### config.mk
export PLATFORM = sky130hd
export DESIGN_NAME = cbas_div
export DESIGN_NICKNAME = d
export VERILOG_FILES = /design/src/design/cbas_pkg.sv /design/src/design/cbas_div.sv
export VERILOG_INCLUDE_DIRS = /design/src /design/src/design
export SDC_FILE = /design/constraint.sdc
export NUM_CORES = 1
export LEC_CHECK = 0
export BUFFER_PORTS_ARGS = -buffer_cell sky130_fd_sc_hd__buf_4
export CORE_AREA = 5 5 137 126
export CTS_BUF_LIST = sky130_fd_sc_hd__clkbuf_4 sky130_fd_sc_hd__clkbuf_8 sky130_fd_sc_hd__clkbuf_16
export CTS_CLUSTER_SIZE = 20
export DETAILED_ROUTE_END_ITERATION = 12
export DIE_AREA = 0 0 142 131
export PLACE_DENSITY = 0.75
export SLEW_MARGIN = 20
export SYNTH_ARGS = -nofsm -noshare
export SYNTH_HDL_FRONTEND = slang
export SYNTH_SLANG_ARGS = --single-unit
### constraint.sdc
create_clock -name clk_i -period 6 [get_ports clk_i]
set_input_delay 0.3 -clock clk_i [delete_from_list [all_inputs] [get_ports clk_i]]
set_output_delay 0.3 -clock clk_i [all_outputs]
set_load 0.05 [all_outputs]
### src/design/channel_baseline_average_subtract_core_macros.svh
// Assertion macros shared by the baseline subtraction core
`ifndef CHANNEL_BASELINE_AVERAGE_SUBTRACT_CORE_MACROS_SVH
`define CHANNEL_BASELINE_AVERAGE_SUBTRACT_CORE_MACROS_SVH

// Same-cycle implication, clocked on clk_i, off while rst_ni is low
`define CBAS_ASSERT_IMP(lbl, ante, cons, msg) \
  lbl: assert property (@(posedge clk_i) disable iff (!rst_ni) (ante) |-> (cons)) \
    else $error(msg);

// Next-cycle implication, clocked on clk_i, off while rst_ni is low
`define CBAS_ASSERT_NEXT(lbl, ante, cons, msg) \
  lbl: assert property (@(posedge clk_i) disable iff (!rst_ni) (ante) |=> (cons)) \
    else $error(msg);

`endif

### src/design/cbas_pkg.sv
// Shared types and constants of the baseline subtraction core
`default_nettype none

package cbas_pkg;

  localparam int VAL_W     = 32;
  localparam int SUM_W     = 48;
  localparam int CNT_W     = 16;
  localparam int DIV_DIGIT = 2;
  localparam int DIV_STEPS = SUM_W / DIV_DIGIT;

  localparam logic [1:0] MODE_ADD     = 2'd0;
  localparam logic [1:0] MODE_CORRECT = 2'd1;
  localparam logic [1:0] MODE_CLEAR   = 2'd2;

  localparam logic [1:0] PLANE_X   = 2'd0;
  localparam logic [1:0] PLANE_Y   = 2'd1;
  localparam logic [1:0] PLANE_CUP = 2'd2;

  localparam int         CFG_ADDR_W         = 1;
  localparam logic [0:0] REG_CORRECT_ENABLE = 1'b0;
  localparam logic [0:0] REG_MEASURE_MODE   = 1'b1;

  typedef struct packed {
    logic [CNT_W-1:0]        count;
    logic signed [SUM_W-1:0] sum;
    logic signed [VAL_W-1:0] offset;
  } entry_t;

  typedef struct packed {
    logic rd;
    logic wr;
    logic clr;
    logic cup;
  } tbl_ctrl_t;

endpackage

`default_nettype wire

### src/design/cbas_div.sv
// Digit-serial signed mean divider: sum over count, two quotient bits a cycle
`default_nettype none
`include "channel_baseline_average_subtract_core_macros.svh"

module cbas_div (
  input  logic                                  clk_i,
  input  logic                                  rst_ni,
  input  logic                                  start_i,
  input  logic signed [cbas_pkg::SUM_W-1:0]     sum_i,
  input  logic        [cbas_pkg::CNT_W-1:0]     count_i,
  output logic                                  done_o,
  output logic signed [cbas_pkg::VAL_W-1:0]     quot_o
);
  import cbas_pkg::*;

  localparam int STEP_W = $clog2(DIV_STEPS);

  logic [CNT_W-1:0]  rem_q, rem_d;
  logic [SUM_W-1:0]  dq_q, dq_d;
  logic [CNT_W-1:0]  div_q;
  logic              neg_q;
  logic [STEP_W-1:0] step_q;
  logic              busy_q;
  logic              done_q;
  logic              last_step;
  logic              big;

  // Restoring steps: shift the dividend into the remainder, subtract if it fits
  always_comb begin
    logic [CNT_W:0] r;
    logic           ge;
    rem_d = rem_q;
    dq_d  = dq_q;
    for (int k = 0; k < DIV_DIGIT; k++) begin
      r     = {rem_d, dq_d[SUM_W-1]};
      ge    = (r >= {1'b0, div_q});
      rem_d = ge ? CNT_W'(r - {1'b0, div_q}) : r[CNT_W-1:0];
      dq_d  = {dq_d[SUM_W-2:0], ge};
    end
  end

  assign last_step = (step_q == STEP_W'(DIV_STEPS - 1));

  always_ff @(posedge clk_i or negedge rst_ni) begin
    if (!rst_ni) begin
      busy_q <= 1'b0;
      done_q <= 1'b0;
      step_q <= '0;
    end else begin
      done_q <= busy_q && last_step;
      if (start_i) begin
        busy_q <= 1'b1;
        step_q <= '0;
      end else if (busy_q) begin
        if (last_step) begin
          busy_q <= 1'b0;
        end
        step_q <= last_step ? '0 : step_q + 1'b1;
      end
    end
  end

  always_ff @(posedge clk_i) begin
    if (start_i) begin
      rem_q <= '0;
      dq_q  <= sum_i[SUM_W-1] ? SUM_W'(-sum_i) : SUM_W'(sum_i);
      div_q <= count_i;
      neg_q <= sum_i[SUM_W-1];
    end else if (busy_q) begin
      rem_q <= rem_d;
      dq_q  <= dq_d;
    end
  end

  // Clamp the magnitude to the signed 32-bit range, then restore the sign
  assign big = |dq_q[SUM_W-1:VAL_W-1];

  always_comb begin
    if (big) begin
      quot_o = neg_q ? {1'b1, {(VAL_W-1){1'b0}}} : {1'b0, {(VAL_W-1){1'b1}}};
    end else begin
      quot_o = neg_q ? VAL_W'(-dq_q[VAL_W-1:0]) : dq_q[VAL_W-1:0];
    end
  end

  assign done_o = done_q;

  `CBAS_ASSERT_IMP(a_div_start_idle, start_i, !busy_q, "divider started while busy")
  `CBAS_ASSERT_IMP(a_div_done_idle, done_q, !busy_q, "divider done while still busy")
  `CBAS_ASSERT_NEXT(a_div_busy_after_start, start_i, busy_q && step_q == '0,
                    "divider did not begin after start")

endmodule

`default_nettype wire

# [Yosys cells after proc, flatten, opt, wreduce, memory -nomap -nowiden]
# Index checks and enable logic that the tools add are counted.
[word_totals] word_cells=32 input_bits=67 output_inout_bits=33 ff_bits=88
[op_classes] eq_ne=1 add_sub_neg=5 order_cmp=2 n_reduce_logical=3 n_mux=14
[ops] operator="two-way mux 48 bit" count=3
[ops] operator="two-way mux 32 bit" count=3
[ops] operator="negator 48 bit" count=1
[ops] operator=">= comparator 17 x 16 -> 1 bit" count=2
[ops] operator="two-way mux 16 bit" count=2
[ops] operator="negator 32 bit" count=1
[ops] operator="subtractor 16 bit" count=2
[ops] operator="OR reduction 17 bit" count=1
[ops] operator="two-way mux 5 bit" count=3
[ops] operator="adder 5 x 1 -> 5 bit, second input constant" count=1
[ops] operator="== test 5 bit, second input constant" count=1
[ops] operator="two-way mux 1 bit" count=3
[ops] operator="nonzero test 2 bit" count=1
[ops] operator="logical AND 1 bit" count=1

# [Logic depth before layout (Yosys ltp)]
# Gate-level depths: netlist (run 1).
[logic_depth] depth_word=5 depth_mapped=20 ltp_nobuf=19

# [Worst setup path before layout (run 1)]
# OpenSTA, ideal clock, no wires.
[synth_path] kind="reg2reg" start="register div_q[8]" end="register rem_q[7]" stages_incl_launch_ff=19 setup_time_ns=0.114 synth_period_minus_slack_ns=4.912 arrival_ns=4.797 t_required_ns=5.886 path_slack_ns=1.088 n_path_buf=3 path_cell_list="edfxtp_1 > inv_1 > ha_1 > a21oi_1 > o211ai_1 > a311oi_1 > and3_1 > buf_2 > buf_2 > mux2i_1 > ha_1 > nor2b_1 > o31a_1 > o31ai_1 > a31oi_1 > a21oi_1 > clkbuf_1 > nand2_1 > a2111oi_0"
[synth_via] elab_chain_len=4 word_cells_on_any_way=6 classes_between="add/sub (2); order compare (2); mux (2)"
[synth_rtl] element="from (decl)" line="cbas_div.sv:20" source="logic [CNT_W-1:0] div_q;"
[synth_rtl] element="from (signal assigned)" line="cbas_div.sv:67" source="div_q <= count_i;"
[synth_rtl] element=">= comparator 17 x 16 -> 1 bit or subtractor 16 bit (tied branches)" line="cbas_div.sv:36, cbas_div.sv:37"
[synth_rtl] element="two-way mux 16 bit" line="cbas_div.sv:37" source="rem_d = ge ? CNT_W'(r - {1'b0, div_q}) : r[CNT_W-1:0];"
[synth_rtl] element="subtractor 16 bit or >= comparator 17 x 16 -> 1 bit (tied branches)" line="cbas_div.sv:37, cbas_div.sv:36"
[synth_rtl] element="two-way mux 16 bit (*)" line="cbas_div.sv:37"
[synth_rtl] element="to (signal assigned)" line="cbas_div.sv:70" source="rem_q <= rem_d;"
[synth_rtl] element="to (decl)" line="cbas_div.sv:18" source="logic [CNT_W-1:0] rem_q, rem_d;"
# Every way passes the cells marked *; elsewhere a longest branch is shown, timed or not.
# A chain may end at the register's enable or synchronous reset.

# [Worst setup path after layout (run 1)]
[layout_path] start="register div_q[8]" end="register rem_q[3]"
# Same word-level chain as after synthesis.

==> results of run 1 <==
[area by class of cell]
type	instances	share of cell area, %
Multi-Input combinational cell	727	54.5
Sequential cell	88	28.2
Timing Repair Buffer	105	9.12
Tap cell	207	2.99
Clock buffer	9	2.60
Inverter	41	1.77
Clock inverter	7	0.808
[synthesized netlist by cell type (all sizes together) (20+ instances only)]
library cell	number
a21oi	77
clkbuf	41
edfxtp	65
ha	35
inv	41
nand2	81
nor2	105
nor3	33
o21ai	55
o31ai	23
or3	20
xnor2	20
xor2	50
[through the flow]
stage | utilization (%) | worst slack [ns] | cell area, um2 | hold slack, ns
6_report | 55.1 | 0.726 | 8670 | 0.116
5_1_grt | 55.1 | 0.312 | 8670 | 0.110
4_1_cts | 55.1 | 0.823 | 8670 | 0.112
3_5_place_dp | 53.1 | 0.869 | 8360 | 0.119
3_3_place_gp | 53.1 | 1.02 | 8360 | 0.119
2_1_floorplan | - | 1.09 | 7520 | 0.00441
[registers in the layout (all words and copies together), names as in the netlist]
register / flops
busy_q: 1
div_q: 16
done_o: 1
dq_q: 48
neg_q: 1
rem_q: 16
step_q: 5
[power by group through the flow]
| stage | clock network, mW | logic, mW | registers, mW |
|---|---|---|---|
| finish | 0.567 | 1.88 | 0.868 |
| global route | 0.601 | 2.06 | 0.878 |
| CTS | 0.575 | 1.84 | 0.864 |
| detailed placement | 0 | 1.82 | 0.875 |
| global placement | 0 | 1.80 | 0.874 |
| floorplan | 0 | 1.42 | 0.840 |
[critical path: cells and delay by family (launching register included)]
kind | cells | cell delay [ns]
AOI/OAI and AO/OA | 8 | 2.71
and+or+nand+nor | 3 | 0.89
adders and majority gates | 2 | 0.63
muxes | 1 | 0.39
DFF | 1 | 0.37
buffers and inverters | 1 | 0.12
[cells by family (layout without fill, tap and decap cells)]
kind of cell	Yosys count	after routing
compound gates	277	277
xor+xnor	70	70
fa+ha+maj	37	37
buf+inv	89	162
flops	88	88
mux	13	13
simple gates	330	330
[worst min-delay path by stage]
stage | end | cells after the start
after floorplan | busy_q$_DFF_PN0_ | 0
final | div_q[15]$_DFFE_PP_ | 1
after global routing | div_q[6]$_DFFE_PP_ | 1
after detailed placement | step_q[0]$_DFFE_PN0P_ | 1
after global placement | step_q[1]$_DFFE_PN0P_ | 1
after CTS | div_q[15]$_DFFE_PP_ | 1
[routing by layer]
| layer | up-vias | track usage, % | share of wire, % | wire (um) |
|---|---|---|---|---|
| li1 | 3553 | - | - | - |
| met1 | 3347 | 31.1 | 46 | 9320 |
| met2 | 308 | 31.8 | 44 | 8810 |
| met3 | 18 | 4.04 | 8.7 | 1750 |
| met4 | 0 | 4.18 | 0.93 | 186 |
| met5 | - | 0 | 0 | 0 |
[what timing repair did]
| item | 4_1_cts | 5_1_grt |
|---|---|---|
| setup endpoints to repair | 0 | 0 |
| hold endpoints to repair | 7 | 0 |
| hold buffers | 1 | 0 |
==> results.md, run 1 <==
* Post-Route WL at 20100 um
* Final Hold Viols at 0
* CTS Root Cell: clkbuf_16
* Synth top area cells: edfxtp_1, ha_1, xor2_1, nor2_1, a21oi_1
* Synthesized area at 0.00752 mm2
* Top cell by count, worst path: ha_1
* Routed vias/inst at 6.10
* Critical path required time at 6.20 ns
* Worst-path cell chain: inv_1 > ha_1 > a21oi_1 > o211ai_1 > a311oi_1 > and3_1 > mux2i_1 > ha_1 > nor2b_1 > o31a_1 > o31ai_1 > a31oi_1 > a21o_1 > nor2_1 > a2111oi_0
* CTS resizes at 0
* Critical path arrival at 5.47 ns
* # placed instances at 1167
* Via count at 7226
* RSZ-0062 raised after global routing: no
* Diode count at 0
* First-pass DRT Iterations at 5
* Final Skew at 0.0106 ns
* Total CTS buffers at 9
* Synth top area share at 26.0%
* Simple-gate share of the synthesized area at 21.1%
* Starting density of the core at 47.7%
* H-tree Lvls at 3
* Max_cap viols at 0
* Register area at 0.00245 mm2
* Commonest non-fill, non-tap cell in the layout: nor2_1
* Gpl congestion at 0.900
* Worst VDD drop at 0.355 mV
* Worst R2R Setup Slack at 0.73 ns
* Die area at 0.0186 mm2
* Min-delay worst type: in -> reg
* Drt first-iter violations at 700
* Post-DP HPWL at 15000 um
* Crit Path Class: reg -> reg
* # Post-CTS Setup Buffers at 0
* CP endpoint: rem_q[3]$_SDFFE_PP0P_
* Slew Limit Fails at 0
* Vias in the first global route at 6236
* CTS sink cnt at 88
* Worst Tran Pin Value at 0.951 ns
* Sequential area share after synthesis at 32.6%
* Pwr Total at 3.32 mW
* Drt wl/cell at 16.9 um
* Multi-input logic area at 0.00473 mm2
* Setup TNS at 0 ns
* Die height at 131 um
* Antenna violations before repair at 0
* Clock Pin Slew Worst Setup and Hold Paths at 0.07 ns
* Post-synth EDFFs at 65
* Die Wd at 142 um
* # fillers at 1464
* IO Pins at 100
* Core ar. at 0.0157 mm2
* Syn Area/Cell at 8.31 um2
* Register bit count reported by yosys at 88
* Post-Layout Cell Count at 1184
* Fin crit share at 87.9%
* Mux cell area share after synthesis at 1.86%
* Combinational power share at 56.7%
* Ys Warns at 0
* Period minus WS final at 5.27 ns
* CP startpoint: div_q[8]$_DFFE_PP_
* Clk buf depth at 2
* Main flop type after synthesis: edfxtp_1
* NetSw at 1.47 mW
* Largest stage delay, worst path at 0.71 ns
* Layout area overhead at 15.4%
* RR Endpoint: rem_q[3]$_SDFFE_PP0P_
* Commonest cells after routing, fill and taps aside: nor2_1, buf_4, nand2_1, a21oi_1, edfxtp_1
* Drt drc at 0
* Power per cell area at 382 mW/mm2
* Main combinational cell family by area after synthesis: compound AO/OA/AOI/OAI gates
* Row count at 44
* CTS tree: yes
* Leak pwr at 3.47 nW
* Largest net degree at the start of global routing at 97
* Clock latency on the worst-skew pair at 0.35 ns
* Crit path max fanout at 10
* Seq pwr share at 26.2%
* Share of layout cells above drive strength 1 at 14.4%
* Slowest CP cell: a311oi_1
* Int Pwr at 1.85 mW
* Fmax at 190 MHz
* Yosys cell types at 68
* Post-synthesis compound-gate area fraction at 25.3%
* Post-synthesis adder-cell area fraction at 6.36%
* Clk network pwr share at 17.1%
* Startpoint Class: flip-flop
* Final setup fails at 0
* Port Buffers at 99
* FFs w/ async S/R, synth at 7.95%
* Sw Share at 44.3%
* Relative slew margins at 36.6%
* Hold path startpoint: count_i[15]
* Crit Reg-Reg Startpoint: div_q[8]$_DFFE_PP_
* R2R depth at 15
* Synthesized netlist net count at 1008
* Cell taking the most area after synthesis: edfxtp_1
* GRT overflow at 0
* Status: complete, no violations
* XOR/XNOR share of the synthesized area at 8.16%
* Final-stage net count at 1076
* First-pass GRT wire length at 31900 um
* Cells after synthesis at 904
* GRT Util Overall at 20.9%
* Endpoint class of the critical path: flip-flop
* Number of antenna-violating nets in the routed design at 0
No activity file was read; power rests on OpenSTA's default activity.
==> run 2, diff against run 1 <==
Settings changed: CELL_PAD_IN_SITES_DETAIL_PLACEMENT set to 1, CELL_PAD_IN_SITES_GLOBAL_PLACEMENT set to 1, CORE_AREA 5 5 137 126 to 2 2 134 136, DIE_AREA 0 0 142 131 to 0 0 136 138, PLACE_DENSITY 0.75 to 0.86.
==> run 2 against run 1 <==
Compared with the run above: global-route usage increased by 4.4 points; highest routed layer unchanged; critical path type unchanged; worst hold slack got worse by 0.0024 ns; largest cell class unchanged; via count increased by 2.1%; utilization decreased by 5.3 points; sequential share of layout area decreased by 0.20 points; clock skew increased by 0.00067 ns; sequential power increased by 0.8%; cell area increased by 0.72%; power increased by 3.7%; combinational power increased by 4%; critical path depth increased by 1.
==> results.md, run 2 (synthesized netlist as in run 1, its figures left out) <==
* Min-delay worst type: in -> reg (unchanged)
* Port Buffers at 99 (unchanged)
* # Post-CTS Setup Buffers at 0 (unchanged)
* Power per cell area at 393 mW/mm2 (was 382 mW/mm2)
* Crit path max fanout at 7 (was 10)
* Vias in the first global route at 7306 (was 6236)
* Top reg by flops: dq_q (unchanged)
* Routed vias/inst at 6.11 (was 6.10)
* Commonest cells after routing, fill and taps aside: nor2_1, buf_4, nand2_1, a21oi_1, edfxtp_1 (unchanged)
* Die area at 0.0188 mm2 (was 0.0186 mm2)
* DP Area at 0.00840 mm2 (was 0.00836 mm2)
* Drt drc at 0 (unchanged)
* Largest regs: dq_q: 48 flops, div_q: 16 flops, rem_q: 16 flops (unchanged)
* Period minus WS final at 5.35 ns (was 5.27 ns)
* Post-layout util at 49.8% (was 55.1%)
* Share of layout cells above drive strength 1 at 14.8% (was 14.4%)
* First-pass DRT Iterations at 8 (was 5)
* Die height at 138 um (was 131 um)
* Fin crit share at 89.1% (was 87.9%)
* First-pass GRT wire length at 38300 um (was 31900 um)
* Layout area overhead at 16.2% (was 15.4%)
* Max_cap viols at 0 (unchanged)
* Number of antenna-violating nets in the routed design at 0 (unchanged)
* Die Wd at 136 um (was 142 um)
* CTS Root Cell: clkbuf_16 (unchanged)
* RSZ-0062 raised after global routing: no (unchanged)
* Slew Limit Fails at 0 (unchanged)
* Clock latency on the worst-skew pair at 0.36 ns (was 0.35 ns)
* # placed instances at 1190 (was 1167)
* Startpoint Class: flip-flop (unchanged)
* Worst VDD drop at 0.173 mV (was 0.355 mV)
* Total CTS buffers at 9 (unchanged)
* Final Hold Viols at 0 (unchanged)
* Drt wl/cell at 19.5 um (was 16.9 um)
* Antenna violations before repair at 0 (unchanged)
* Largest register FFs at 48 (unchanged)
* Post-Layout Cell Count at 1207 (was 1184)
* Drt first-iter violations at 462 (was 700)
* CTS sink cnt at 88 (unchanged)
* Clock Pin Slew Worst Setup and Hold Paths at 0.07 ns (about the same)
* Critical path required time at 6.22 ns (was 6.20 ns)
* Leak pwr at 3.49 nW (was 3.47 nW)
* Setup TNS at 0 ns (unchanged)
* Final setup fails at 0 (unchanged)
* Post-DP HPWL at 17800 um (was 15000 um)
* Gpl congestion at 0.874 (was 0.900)
* CTS tree: yes (unchanged)
* Diode count at 0 (unchanged)
* IO Pins at 100 (unchanged)
* GRT Util Overall at 25.3% (was 20.9%)
* Worst Tran Pin Value at 1.00 ns (was 0.951 ns)
* Row count at 49 (was 44)
* Starting density of the core at 42.9% (was 47.7%)
* Largest net degree at the start of global routing at 83 (was 97)
* Post-Route WL at 23500 um (was 20100 um)
* Critical path arrival at 5.57 ns (was 5.47 ns)
* Via count at 7375 (was 7226)
* # fillers at 2161 (was 1464)
* Relative slew margins at 33.3% (was 36.6%)
* Final Cell Area at 0.00874 mm2 (was 0.00867 mm2)
* Clk buf depth at 2 (unchanged)
* Crit Path Class: reg -> reg (unchanged)
* Status: complete, no violations (unchanged)
* GRT overflow at 0 (unchanged)
* Final-stage net count at 1077 (was 1076)
* H-tree Lvls at 3 (unchanged)
* Fmax at 187 MHz (was 190 MHz)
* Final Skew at 0.0113 ns (was 0.0106 ns)
* Endpoint class of the critical path: flip-flop (unchanged)
* Core ar. at 0.0175 mm2 (was 0.0157 mm2)
-- run 2: worst paths after layout --
kind	startpoint	to	slack (ns)	cells past startpoint
max	div_q[8]$_DFFE_PP_	rem_q[3]$_SDFFE_PP0P_	0.65	16
min	count_i[2]	div_q[2]$_DFFE_PP_	0.11	1
max reg2reg	div_q[8]$_DFFE_PP_	rem_q[3]$_SDFFE_PP0P_	0.65	16
min reg2reg	rem_q[7]$_SDFFE_PP0P_	rem_q[7]$_SDFFE_PP0P_	0.52	2
max in group asynchronous	rst_ni	step_q[1]$_DFFE_PN0P_	5.58	2
min in group asynchronous	rst_ni	done_o$_DFF_PN0_	0.29	2
-- run 2: metal layers --
| metal | share of wire [%] | vias to the layer above | GRT usage, % |
|---|---|---|---|
| li1 | - | 3557 | - |
| met1 | 44 | 3583 | 34.0 |
| met2 | 49 | 204 | 41.8 |
| met3 | 4.8 | 31 | 3.85 |
| met4 | 2.1 | 0 | 7.73 |
| met5 | 0 | - | 0 |
-- run 2: repair_timing --
action | CTS | global route
gates resized for setup | 0 | 1
hold buffers | 1 | 0
endpoints found under the setup margin | 0 | 1
endpoints found under the hold margin | 7 | 0
-- run 2: critical path, cell delays in order (launching register included) --
cell and delay [ns]:
edfxtp_1 0.35, inv_1 0.09, ha_1 0.31, a21oi_1 0.34
o211ai_1 0.23, a311oi_2 0.50, and3_1 0.30, mux2i_1 0.37
ha_1 0.33, nor2b_1 0.16, o31a_1 0.31, o31ai_1 0.46
a31oi_1 0.20, a21oi_1 0.50, buf_4 0.27, a21oi_1 0.09
a2111oi_0 0.41
-- run 2: area by class of cell --
type / count / area [um2] / share of cell area (%)
multi-input combinational: 727 / 4730 / 54.2
tap: 229 / 287 / 3.28
sequential: 88 / 2450 / 28.0
timing repair buffer: 106 / 798 / 9.14
clock buffer: 12 / 265 / 3.04
clock inverter: 4 / 51.3 / 0.587
inverter: 41 / 154 / 1.76
-- run 2: power breakdown --
group	switching, mW	internal, mW	total [mW]
Sequential	0.106	0.769	0.875
Combinational	1.19	0.762	1.95
Clock	0.252	0.358	0.611
Total	1.55	1.89	3.44
-- run 2: through the flow --
step	power, mW	hold slack (ns)	setup WS, ns
after global routing	3.67	0.108	0.189
after global placement	2.72	0.118	0.942
after CTS	3.41	0.110	0.541
final	3.44	0.114	0.653
after detailed placement	2.78	0.120	0.630
after floorplan	2.26	0.00441	1.09
